===== src/assert_macros.svh =====
// Assertion macros used by the top level of the compensation block.
`ifndef ASSERT_MACROS_SVH
`define ASSERT_MACROS_SVH

// Implication checked on every clock edge outside reset.
`define THC_ASSERT(label, prop, msg) \
	label: assert property (@(posedge clk) disable iff (!arst_n) prop) else $error(msg);

// Implication whose consequence must hold in the cycle after its trigger.
`define THC_ASSERT_NEXT(label, trig, cons, msg) \
	label: assert property (@(posedge clk) disable iff (!arst_n) (trig) |=> (cons)) \
		else $error(msg);

`endif


===== src/thc_pkg.sv =====
// Package of the compensation block: operation codes, register indexes, constants.
package thc_pkg;

	// Datapath operations issued by the controller, one per cycle unless the final step is held
	typedef enum logic [4:0] {
		OP_NONE   = 5'd0,
		OP_LOAD   = 5'd1,
		OP_T_M1   = 5'd2,
		OP_T_M2   = 5'd3,
		OP_T_M3   = 5'd4,
		OP_T_FINE = 5'd5,
		OP_T_M5   = 5'd6,
		OP_H_M1   = 5'd7,
		OP_H_A    = 5'd8,
		OP_H_B    = 5'd9,
		OP_H_C    = 5'd10,
		OP_H_M5   = 5'd11,
		OP_H_D    = 5'd12,
		OP_H_M7   = 5'd13,
		OP_H_E    = 5'd14,
		OP_H_M9   = 5'd15,
		OP_H_Q    = 5'd16,
		OP_H_M12  = 5'd17,
		OP_FINISH = 5'd18
	} op_t;

	// Status seen by the controller when a transaction arrives
	typedef struct packed {
		logic is_hum;
		logic short_path;
	} dp_status_t;

	// Configuration register indexes
	localparam logic [2:0] REG_TEMP_COEF_ONE      = 3'd0;
	localparam logic [2:0] REG_TEMP_COEF_TWO      = 3'd1;
	localparam logic [2:0] REG_TEMP_COEF_THREE    = 3'd2;
	localparam logic [2:0] REG_HUM_COEF_ONE       = 3'd3;
	localparam logic [2:0] REG_HUM_COEF_TWO       = 3'd4;
	localparam logic [2:0] REG_HUM_COEF_THREE     = 3'd5;
	localparam logic [2:0] REG_HUM_COEF_FOUR_FIVE = 3'd6;
	localparam logic [2:0] REG_HUM_COEF_SIX       = 3'd7;

	// Result status codes
	localparam logic [1:0] ST_OK     = 2'd0;
	localparam logic [1:0] ST_SKIP   = 2'd1;
	localparam logic [1:0] ST_NOTEMP = 2'd2;

	// Sample kinds
	localparam logic KIND_TEMP = 1'b0;
	localparam logic KIND_HUM  = 1'b1;

	// Arithmetic constants
	localparam logic [19:0] SKIP_CODE   = 20'h80000;
	localparam logic [31:0] FINE_BIAS   = 32'd76800;
	localparam logic [31:0] HUM_ROUND   = 32'd16384;
	localparam logic [31:0] C_OFFSET    = 32'd32768;
	localparam logic [31:0] D_OFFSET    = 32'd2097152;
	localparam logic [31:0] E_ROUND     = 32'd8192;
	localparam logic [31:0] HUM_MAX     = 32'd419430400;
	localparam logic [31:0] TEMP_ROUND  = 32'd128;
	localparam logic [31:0] TEMP_SCALE  = 32'd5;

	// Operation that follows the given one in the temperature or humidity sequence
	function automatic op_t next_op(op_t cur);
		op_t nxt;
		unique case (cur)
			OP_T_M1:   nxt = OP_T_M2;
			OP_T_M2:   nxt = OP_T_M3;
			OP_T_M3:   nxt = OP_T_FINE;
			OP_T_FINE: nxt = OP_T_M5;
			OP_T_M5:   nxt = OP_FINISH;
			OP_H_M1:   nxt = OP_H_A;
			OP_H_A:    nxt = OP_H_B;
			OP_H_B:    nxt = OP_H_C;
			OP_H_C:    nxt = OP_H_M5;
			OP_H_M5:   nxt = OP_H_D;
			OP_H_D:    nxt = OP_H_M7;
			OP_H_M7:   nxt = OP_H_E;
			OP_H_E:    nxt = OP_H_M9;
			OP_H_M9:   nxt = OP_H_Q;
			OP_H_Q:    nxt = OP_H_M12;
			OP_H_M12:  nxt = OP_FINISH;
			default:   nxt = OP_NONE;
		endcase
		return nxt;
	endfunction

endpackage


===== src/thc_ctrl.sv =====
// Controller of the compensation block: sequences datapath operations and the handshakes.
module thc_ctrl (
	input  logic               clk,
	input  logic               arst_n,
	input  logic               in_valid,
	output logic               in_ready,
	output logic               out_valid,
	input  logic               out_ready,
	input  thc_pkg::dp_status_t status_in,
	output thc_pkg::op_t       cmd
);

	typedef enum logic [1:0] {
		S_IDLE = 2'b01,
		S_RUN  = 2'b10
	} state_t;

	state_t       state_q;
	thc_pkg::op_t op_q;
	thc_pkg::op_t first_op;
	logic         out_valid_q;
	logic         out_free;

	// Output register may be reloaded when empty or being taken this cycle
	assign out_free  = !out_valid_q || out_ready;
	assign in_ready  = (state_q == S_IDLE);
	assign out_valid = out_valid_q;

	// First operation after the load: special cases go straight to the result
	always_comb begin
		if (status_in.short_path) begin
			first_op = thc_pkg::OP_FINISH;
		end else if (status_in.is_hum) begin
			first_op = thc_pkg::OP_H_M1;
		end else begin
			first_op = thc_pkg::OP_T_M1;
		end
	end

	// Command issue
	always_comb begin
		cmd = thc_pkg::OP_NONE;
		unique case (state_q)
			S_IDLE: begin
				if (in_valid) begin
					cmd = thc_pkg::OP_LOAD;
				end
			end
			S_RUN: begin
				if (op_q != thc_pkg::OP_FINISH || out_free) begin
					cmd = op_q;
				end
			end
			default: cmd = thc_pkg::OP_NONE;
		endcase
	end

	// Sequencer state
	always_ff @(posedge clk or negedge arst_n) begin
		if (!arst_n) begin
			state_q <= S_IDLE;
			op_q    <= thc_pkg::OP_NONE;
		end else begin
			unique case (state_q)
				S_IDLE: begin
					if (in_valid) begin
						state_q <= S_RUN;
						op_q    <= first_op;
					end
				end
				S_RUN: begin
					if (cmd != thc_pkg::OP_NONE) begin
						if (op_q == thc_pkg::OP_FINISH) begin
							state_q <= S_IDLE;
							op_q    <= thc_pkg::OP_NONE;
						end else begin
							op_q <= thc_pkg::next_op(op_q);
						end
					end
				end
				default: begin
					state_q <= S_IDLE;
					op_q    <= thc_pkg::OP_NONE;
				end
			endcase
		end
	end

	// Output valid: set when a result is written, cleared when taken
	always_ff @(posedge clk or negedge arst_n) begin
		if (!arst_n) begin
			out_valid_q <= 1'b0;
		end else if (cmd == thc_pkg::OP_FINISH) begin
			out_valid_q <= 1'b1;
		end else if (out_ready) begin
			out_valid_q <= 1'b0;
		end
	end

endmodule


===== src/thc_dp.sv =====
// Datapath of the compensation block: coefficients, fine temperature, shared multiplier.
module thc_dp (
	input  logic                clk,
	input  logic                arst_n,
	input  logic                cfg_we,
	input  logic [2:0]          cfg_index,
	input  logic [23:0]         cfg_data,
	input  logic                func,
	input  logic [19:0]         raw_sample,
	input  thc_pkg::op_t        cmd,
	output thc_pkg::dp_status_t status_out,
	output logic                sample_kind,
	output logic signed [31:0]  temperature_centi,
	output logic [16:0]         humidity_q10,
	output logic [1:0]          status
);

	// Coefficient registers
	logic [15:0] t1_q;
	logic [15:0] t2_q;
	logic [15:0] t3_q;
	logic [7:0]  h1_q;
	logic [15:0] h2_q;
	logic [7:0]  h3_q;
	logic [23:0] h45_q;
	logic [7:0]  h6_q;
	logic [31:0] fine_q;

	// Working registers
	logic        kind_q;
	logic [1:0]  stat_q;
	logic [17:0] raw_q;	// only the bits that survive the shift by 14
	logic [31:0] p_q;
	logic [31:0] x_q;
	logic [31:0] y_q;
	logic [31:0] z_q;
	logic [31:0] v_q;

	// Result registers
	logic        res_kind_q;
	logic [31:0] res_temp_q;
	logic [16:0] res_hum_q;
	logic [1:0]  res_stat_q;

	logic [31:0] mul_a;
	logic [31:0] mul_b;
	logic [31:0] prod;
	logic        mul_en;
	logic        is_skip;
	logic        no_fine;
	logic [31:0] t2_s;
	logic [31:0] t3_s;
	logic [31:0] h2_s;
	logic [31:0] h5_s;
	logic [31:0] h6_s;
	logic [31:0] d1;
	logic [31:0] d2;
	logic [31:0] a_pre;
	logic [31:0] p_sh4;
	logic [31:0] p_sh7;
	logic [31:0] p_sh10;
	logic [31:0] p_sh11;
	logic [31:0] p_sh12;
	logic [31:0] p_sh14;
	logic [31:0] p_sh15;
	logic [31:0] temp_val;
	logic [31:0] e_val;
	logic [31:0] hum_diff;
	logic [31:0] hum_clamp;

	// Special cases seen on the incoming transaction
	assign is_skip = (func == thc_pkg::KIND_TEMP) && (raw_sample == thc_pkg::SKIP_CODE);
	assign no_fine = (func == thc_pkg::KIND_HUM) && (fine_q == 32'd0);
	assign status_out.is_hum     = (func == thc_pkg::KIND_HUM);
	assign status_out.short_path = is_skip || no_fine;

	// Sign-extended coefficients
	assign t2_s = {{16{t2_q[15]}}, t2_q};
	assign t3_s = {{16{t3_q[15]}}, t3_q};
	assign h2_s = {{16{h2_q[15]}}, h2_q};
	assign h5_s = {{20{h45_q[23]}}, h45_q[23:12]};
	assign h6_s = {{24{h6_q[7]}}, h6_q};

	// Temperature differences taken at load
	assign d1 = {15'd0, raw_sample[19:3]} - {15'd0, t1_q, 1'b0};
	assign d2 = {16'd0, raw_sample[19:4]} - {16'd0, t1_q};

	// Arithmetic shifts of the product register
	assign p_sh4  = 32'($signed(p_q) >>> 4);
	assign p_sh7  = 32'($signed(p_q) >>> 7);
	assign p_sh10 = 32'($signed(p_q) >>> 10);
	assign p_sh11 = 32'($signed(p_q) >>> 11);
	assign p_sh12 = 32'($signed(p_q) >>> 12);
	assign p_sh14 = 32'($signed(p_q) >>> 14);
	assign p_sh15 = 32'($signed(p_q) >>> 15);

	// Humidity offset term, gain term and temperature result
	assign a_pre    = {raw_q, 14'd0} - {h45_q[11:0], 20'd0} - p_q + thc_pkg::HUM_ROUND;
	assign e_val    = 32'($signed(p_q + thc_pkg::E_ROUND) >>> 14);
	assign temp_val = 32'($signed(p_q + thc_pkg::TEMP_ROUND) >>> 8);

	// Final humidity: subtract square term and clamp
	assign hum_diff = x_q - p_sh4;
	always_comb begin
		if (hum_diff[31]) begin
			hum_clamp = 32'd0;
		end else if (hum_diff > thc_pkg::HUM_MAX) begin
			hum_clamp = thc_pkg::HUM_MAX;
		end else begin
			hum_clamp = hum_diff;
		end
	end

	// Operand select for the shared multiplier
	always_comb begin
		mul_a  = 32'd0;
		mul_b  = 32'd0;
		mul_en = 1'b1;
		unique case (cmd)
			thc_pkg::OP_T_M1: begin
				mul_a = x_q;
				mul_b = t2_s;
			end
			thc_pkg::OP_T_M2: begin
				mul_a = y_q;
				mul_b = y_q;
			end
			thc_pkg::OP_T_M3: begin
				mul_a = p_sh12;
				mul_b = t3_s;
			end
			thc_pkg::OP_T_M5: begin
				mul_a = fine_q;
				mul_b = thc_pkg::TEMP_SCALE;
			end
			thc_pkg::OP_H_M1: begin
				mul_a = h5_s;
				mul_b = v_q;
			end
			thc_pkg::OP_H_A: begin
				mul_a = v_q;
				mul_b = h6_s;
			end
			thc_pkg::OP_H_B: begin
				mul_a = v_q;
				mul_b = {24'd0, h3_q};
			end
			thc_pkg::OP_H_M5: begin
				mul_a = y_q;
				mul_b = z_q;
			end
			thc_pkg::OP_H_M7: begin
				mul_a = y_q;
				mul_b = h2_s;
			end
			thc_pkg::OP_H_M9: begin
				mul_a = x_q;
				mul_b = y_q;
			end
			thc_pkg::OP_H_Q: begin
				mul_a = p_sh15;
				mul_b = p_sh15;
			end
			thc_pkg::OP_H_M12: begin
				mul_a = p_sh7;
				mul_b = {24'd0, h1_q};
			end
			default: mul_en = 1'b0;
		endcase
	end

	// Low 32 bits of the product: every intermediate wraps at 32 bits
	assign prod = mul_a * mul_b;

	// Configuration registers
	always_ff @(posedge clk or negedge arst_n) begin
		if (!arst_n) begin
			t1_q  <= '0;
			t2_q  <= '0;
			t3_q  <= '0;
			h1_q  <= '0;
			h2_q  <= '0;
			h3_q  <= '0;
			h45_q <= '0;
			h6_q  <= '0;
		end else if (cfg_we) begin
			unique case (cfg_index)
				thc_pkg::REG_TEMP_COEF_ONE:      t1_q  <= cfg_data[15:0];
				thc_pkg::REG_TEMP_COEF_TWO:      t2_q  <= cfg_data[15:0];
				thc_pkg::REG_TEMP_COEF_THREE:    t3_q  <= cfg_data[15:0];
				thc_pkg::REG_HUM_COEF_ONE:       h1_q  <= cfg_data[7:0];
				thc_pkg::REG_HUM_COEF_TWO:       h2_q  <= cfg_data[15:0];
				thc_pkg::REG_HUM_COEF_THREE:     h3_q  <= cfg_data[7:0];
				thc_pkg::REG_HUM_COEF_FOUR_FIVE: h45_q <= cfg_data;
				thc_pkg::REG_HUM_COEF_SIX:       h6_q  <= cfg_data[7:0];
				default: ;
			endcase
		end
	end

	// Stored fine temperature
	always_ff @(posedge clk or negedge arst_n) begin
		if (!arst_n) begin
			fine_q <= '0;
		end else if (cmd == thc_pkg::OP_T_FINE) begin
			fine_q <= x_q + p_sh14;
		end
	end

	// Product register
	always_ff @(posedge clk) begin
		if (mul_en) begin
			p_q <= prod;
		end
	end

	// Working registers written by the sequence
	always_ff @(posedge clk) begin
		unique case (cmd)
			thc_pkg::OP_LOAD: begin
				kind_q <= func;
				raw_q  <= raw_sample[17:0];
				x_q    <= d1;
				y_q    <= d2;
				v_q    <= fine_q - thc_pkg::FINE_BIAS;
				if (is_skip) begin
					stat_q <= thc_pkg::ST_SKIP;
				end else if (no_fine) begin
					stat_q <= thc_pkg::ST_NOTEMP;
				end else begin
					stat_q <= thc_pkg::ST_OK;
				end
			end
			thc_pkg::OP_T_M2: x_q <= p_sh11;
			thc_pkg::OP_H_A:  x_q <= 32'($signed(a_pre) >>> 15);
			thc_pkg::OP_H_B:  y_q <= p_sh10;
			thc_pkg::OP_H_C:  z_q <= p_sh11 + thc_pkg::C_OFFSET;
			thc_pkg::OP_H_D:  y_q <= p_sh10 + thc_pkg::D_OFFSET;
			thc_pkg::OP_H_E:  y_q <= e_val;
			thc_pkg::OP_H_Q:  x_q <= p_q;
			default: ;
		endcase
	end

	// Result register
	always_ff @(posedge clk) begin
		if (cmd == thc_pkg::OP_FINISH) begin
			res_kind_q <= kind_q;
			res_stat_q <= stat_q;
			res_temp_q <= 32'd0;
			res_hum_q  <= 17'd0;
			if (stat_q == thc_pkg::ST_OK) begin
				if (kind_q == thc_pkg::KIND_TEMP) begin
					res_temp_q <= temp_val;
				end else begin
					res_hum_q <= hum_clamp[28:12];
				end
			end
		end
	end

	assign sample_kind       = res_kind_q;
	assign temperature_centi = $signed(res_temp_q);
	assign humidity_q10      = res_hum_q;
	assign status            = res_stat_q;

endmodule


===== src/temp_humidity_compensation_core.sv =====
// Top level of the temperature and humidity compensation block.
//
// Input channel in_valid/in_ready carries func (0 temperature, 1 humidity) and
// raw_sample. Output channel out_valid/out_ready returns one result per
// transaction: sample_kind, temperature_centi, humidity_q10 and status.
// Coefficients are written through cfg_we/cfg_index/cfg_data; the user must
// write them only while idle, which the block does not enforce. A skipped
// temperature or a humidity sample with no fine temperature stored goes from
// the load straight to the final step; others run their sequence first. A new
// transaction is accepted the cycle after a result is written, not before.
// Operations issue one a cycle unless held; those that multiply use the single
// shared 32x32 multiplier. The result sits in an output register: the next
// transaction is accepted and worked on while it waits. If the receiver still
// stalls when the next result is ready, the sequencer holds on its final step
// until the register frees. Reset clears the coefficients, the stored fine
// temperature and all control state; the block is ready right after reset.
`include "assert_macros.svh"

module temp_humidity_compensation_core (
	input  logic               clk,
	input  logic               arst_n,
	input  logic               cfg_we,
	input  logic [2:0]         cfg_index,
	input  logic [23:0]        cfg_data,
	input  logic               in_valid,
	output logic               in_ready,
	input  logic               func,
	input  logic [19:0]        raw_sample,
	output logic               out_valid,
	input  logic               out_ready,
	output logic               sample_kind,
	output logic signed [31:0] temperature_centi,
	output logic [16:0]        humidity_q10,
	output logic [1:0]         status
);

	thc_pkg::op_t       cmd;
	thc_pkg::dp_status_t dp_status;

	// Sequencer
	thc_ctrl u_ctrl (
		.clk       (clk),
		.arst_n    (arst_n),
		.in_valid  (in_valid),
		.in_ready  (in_ready),
		.out_valid (out_valid),
		.out_ready (out_ready),
		.status_in (dp_status),
		.cmd       (cmd)
	);

	// Arithmetic and storage
	thc_dp u_dp (
		.clk               (clk),
		.arst_n            (arst_n),
		.cfg_we            (cfg_we),
		.cfg_index         (cfg_index),
		.cfg_data          (cfg_data),
		.func              (func),
		.raw_sample        (raw_sample),
		.cmd               (cmd),
		.status_out        (dp_status),
		.sample_kind       (sample_kind),
		.temperature_centi (temperature_centi),
		.humidity_q10      (humidity_q10),
		.status            (status)
	);

	// Checks
	`THC_ASSERT_NEXT(a_busy_after_accept, in_valid && in_ready, !in_ready,
		"accepted a transaction without going busy")
	`THC_ASSERT(a_no_overwrite, (cmd == thc_pkg::OP_FINISH) |-> (!out_valid || out_ready),
		"result written over an untaken result")
	`THC_ASSERT(a_temp_no_hum, (out_valid && sample_kind == thc_pkg::KIND_TEMP) |->
		(humidity_q10 == 17'd0), "temperature result with nonzero humidity")
	`THC_ASSERT(a_special_zero, (out_valid && status != thc_pkg::ST_OK) |->
		(temperature_centi == 32'sd0 && humidity_q10 == 17'd0),
		"special-case result with nonzero value")

endmodule


===== config.mk =====
export PLATFORM = sky130hd
export DESIGN_NAME = temp_humidity_compensation_core
export DESIGN_NICKNAME = d
export VERILOG_FILES = /design/src/thc_pkg.sv /design/src/thc_ctrl.sv /design/src/thc_dp.sv /design/src/temp_humidity_compensation_core.sv
export VERILOG_INCLUDE_DIRS = /design/src /design/src/src
export SDC_FILE = /design/constraint.sdc
export NUM_CORES = 2
export LEC_CHECK = 0
export ABC_AREA = 1
export BUFFER_PORTS_ARGS = -buffer_cell sky130_fd_sc_hd__buf_2
export CORE_UTILIZATION = 38
export CTS_CLUSTER_SIZE = 25
export DETAILED_ROUTE_END_ITERATION = 8
export GPL_TIMING_DRIVEN = 0
export HOLD_SLACK_MARGIN = 0.05
export SLEW_MARGIN = 20
export SYNTH_ARGS = -nofsm -noshare
export SYNTH_HDL_FRONTEND = slang
export SYNTH_SLANG_ARGS = --single-unit

===== constraint.sdc =====
create_clock -name clk -period 11.6 [get_ports clk]
set_clock_uncertainty 0.1 [all_clocks]
set_input_delay 0.58 -clock clk [delete_from_list [all_inputs] [get_ports clk]]
set_output_delay 0.58 -clock clk [all_outputs]
set_load 0.02 [all_outputs]

==> flow_metrics.tcl <==
set metrics [dict create \
    status "finished clean" \
    syn_inst 5063 \
    area_growth_pct 10.3 \
    grt_pass1_vias 34000 \
    grt_first_pass_wirelength_mm 231 \
    cp_common_cell "fa_1" \
    setup_viol 0 \
    max_slew.worst_pin.slew_ns 1.31 \
    fin_crit_sh_pct 98.0 \
    dp_slack_ns -0.197 \
    wirelength_mm 160 \
    synth_edf_count 206 \
    fmax_mhz 88.0 \
    top_layer "met4" \
    holdPathStages 1 \
    layout.nets 5979 \
    path_clk_slew_ns 0.07 \
    cts_tree "done" \
    worstPathRequired_ns 11.83 \
    avgViaCountPerCell 5.41 \
    ys.flop_type "edfxtp_1" \
    die-area_um2 106000 \
    cts_sinks 358 \
    cts-root-buf "clkbuf_16" \
    peakVddDrop_v 0.000102 \
    htreeDepth 2 \
    synth_top_area_cell "fa_1" \
    num_vias 35900 \
    hold_class "input port to flip-flop" \
    wl_per_cell_um 24.1 \
    p_seq_share_pct 33.8 \
    r2r-start "u_ctrl.state_q[0]$_DFFE_PN1P_" \
    antenna_found_initial 3 \
    die_h_um 326 \
    slew_headroom_pct 12.5 \
    fp-row-count 118 \
    yosys.cell_count.top_type "nand2_1" \
    final_cell_count_no_fill 6641 \
    hp-start "raw_sample[0]" \
    r2r_cells 37 \
    switching_power_mw 2.56 \
    place_inst 6554 \
    yosysWarningCount 0 \
    drive_gt1_share_pct 6.88 \
    total_leakage_power_nw 23.0 \
    gp_congestion 1.03 \
    coreArea_um2 104000 \
    chipWidth_um 326 \
    antenna_left 0 \
    critPathKind "flip-flop to flip-flop" \
    wl_met2_mm 69.0 \
    synth_area_um2 39900 \
    grt_overflow 0 \
    io_pins 107 \
    met1Wirelength_mm 67.2 \
    worst-path-buf-inv 11 \
    drt-pass1-iter-count 6 \
    pwr-share-comb_pct 40.9 \
    port_buffers 106 \
    final-seq-area_um2 9990 \
    fillers 10700 \
    syn_nets 5817 \
    hold_ws_ns 0.0692 \
    start_kind "flip-flop" \
    ys_seq_area_share_pct 25.1 \
    min_to "u_dp.raw_q[0]$_DFFE_PP_" \
    maxCapViolCount 0 \
    grtUsageTotal_pct 29.9 \
    synth_cell_types 65 \
    drcViolationCount 0 \
    numCtsBuffers 43 \
    powerDensity_nw_per_um2 134 \
    cp_max_fo 10 \
    worstPathArrival_ns 11.59 \
    grt_max_degree 90 \
    multi_input_area_um2 25100 \
    hpwl_mm 129 \
    setup_slack_ns 0.238 \
    synth_area_leaders "fa_1 21%, edfxtp_1 16%, nand2_1 13%" \
    slew_viol_final 0 \
    async_reset_ff_share_pct 42.5 \
    cp_slowest_cell "clkbuf_1" \
    reg2reg_to "u_dp.p_q[29]$_DFFE_PP_" \
    p_int_mw 3.31 \
    yosysTopAreaCellShare_pct 21.2 \
    ys_ff_latch 358 \
    timing.final.crit_period_ns 11.36 \
    met3WireLength_mm 16.7 \
    critPathMaxStageDelay_ns 0.84 \
    switching_share_pct 43.6 \
    avgSynthCellArea_um2 7.87 \
    clock_latency_ns 0.63 \
    rrSetupSlack_ns 0.24 \
    synth_common_cells "1,329 x nand2_1, 1,073 x inv_1, 423 x fa_1" \
    crit_family "adder cells" \
    initialDrtViolationCount 4133 \
    start_util_pct 38.4 \
    fin_util_pct 42.4 \
    clkPwrFrac_pct 25.3 \
    endpoint_kind "flip-flop" \
    finalHoldViolCount 0 \
    total_power_mw 5.88 \
    clk_path_buf_depth 3 \
]
[how the worst max path moves through the flow]
stage	from	slack, ns	cells after the start	endpoint
3_5_place_dp	u_ctrl.state_q[0]$_DFFE_PN1P_	-0.20	39	u_dp.p_q[29]$_DFFE_PP_
5_1_grt	u_ctrl.state_q[0]$_DFFE_PN1P_	-0.05	43	u_dp.p_q[29]$_DFFE_PP_
6_report	u_ctrl.state_q[0]$_DFFE_PN1P_	0.24	37	u_dp.p_q[29]$_DFFE_PP_
3_3_place_gp	u_ctrl.state_q[0]$_DFFE_PN1P_	-0.65	39	u_dp.p_q[29]$_DFFE_PP_
4_1_cts	u_ctrl.state_q[0]$_DFFE_PN1P_	0.06	38	u_dp.p_q[26]$_DFFE_PP_
2_1_floorplan	u_ctrl.state_q[0]$_DFFE_PN1P_	2.81	37	u_dp.p_q[29]$_DFFE_PP_
[power groups by stage]
stage / combinational, mW / sequential (mW) / clock [mW]
after floorplan: 1.61 / 1.82 / 0
after global placement: 2.29 / 2.00 / 0
after detailed placement: 2.33 / 1.99 / 0
after CTS: 2.35 / 1.97 / 1.50
after global routing: 2.62 / 1.99 / 1.54
final: 2.41 / 1.98 / 1.49
[sequential cells by signal (all words and copies together) (netlist names), 18 cells and up]
register	cells
u_dp.v_q	32
u_dp.raw_q	18
u_dp.x_q	32
u_dp.temperature_centi	24
u_dp.y_q	23
u_dp.h45_q	24
u_dp.p_q	32
u_dp.z_q	22
u_dp.fine_q	32
[repair_timing]
action / CTS / global route
setup buffers: 0 / 5
setup endpoints to repair: 4 / 7
gates resized for setup: 2 / 63
pin swaps: 0 / 2
gates cloned: 0 / 0
hold endpoints to repair: 87 / 0
hold buffers: 1 / 0
[placed cells by master, fill, tap and decap left out, types with 7 or more instances in the layout]
cell type	count
nor4_1	19
nor2_4	11
nand4_1	62
nand3b_1	15
edfxtp_1	206
a31oi_1	13
o211ai_1	27
a22oi_1	10
ha_1	278
buf_4	14
a21boi_0	10
nor3_1	41
o21bai_1	11
mux2_2	8
nand2_2	11
o2111ai_1	17
clkbuf_1	101
nand2_1	1327
or2_2	10
a21oi_1	209
clkinv_1	11
nor2_1	245
clkbuf_16	44
a21o_1	9
xnor2_1	53
fa_1	423
o22ai_1	11
o21ai_0	252
buf_2	137
nor2_2	7
o21ai_1	8
xor2_1	84
nand3_2	17
nand3_1	182
clkbuf_2	23
inv_1	1073
inv_2	19
dfrtp_1	151
o221ai_1	14
[through the flow]
stage	cell area, µm²	TNS (ns)
after floorplan	39900	0
after global placement	42100	-3.03
after detailed placement	42300	-0.300
after CTS	43800	0
after global routing	44000	-0.0535
final	44000	0
[routing by layer]
layer | track usage (%) | vias up
li1 | - | 16100
met1 | 41.9 | 17600
met2 | 45.1 | 1876
met3 | 6.35 | 330
met4 | 11.0 | 0
met5 | 0 | -
[cells by family (layout without fill, tap and decap cells)]
family | Yosys count | in the layout | synth area share, %
flops | 358 | 358 | 25.1
simple gates | 1962 | 1962 | 20.6
other cells | 0 | 1 | 0
mux | 8 | 8 | 0.226
xor+xnor | 137 | 137 | 3.01
compound gates | 622 | 622 | 8.88
fa+ha+maj | 701 | 701 | 30.0
buf+inv | 1275 | 1472 | 12.2
[final cells by class]
cell class	count	share of cell area, %
diodes	1	0.00569
plain buffers	171	1.74
well taps	1380	3.93
multi-input cells	3430	57.0
repair buffers	118	1.65
flip-flops and latches	358	22.7
clock inverters	28	0.842
clock buffers	52	2.66
inverters	1103	9.42
Power figures use the tool's default switching activity.
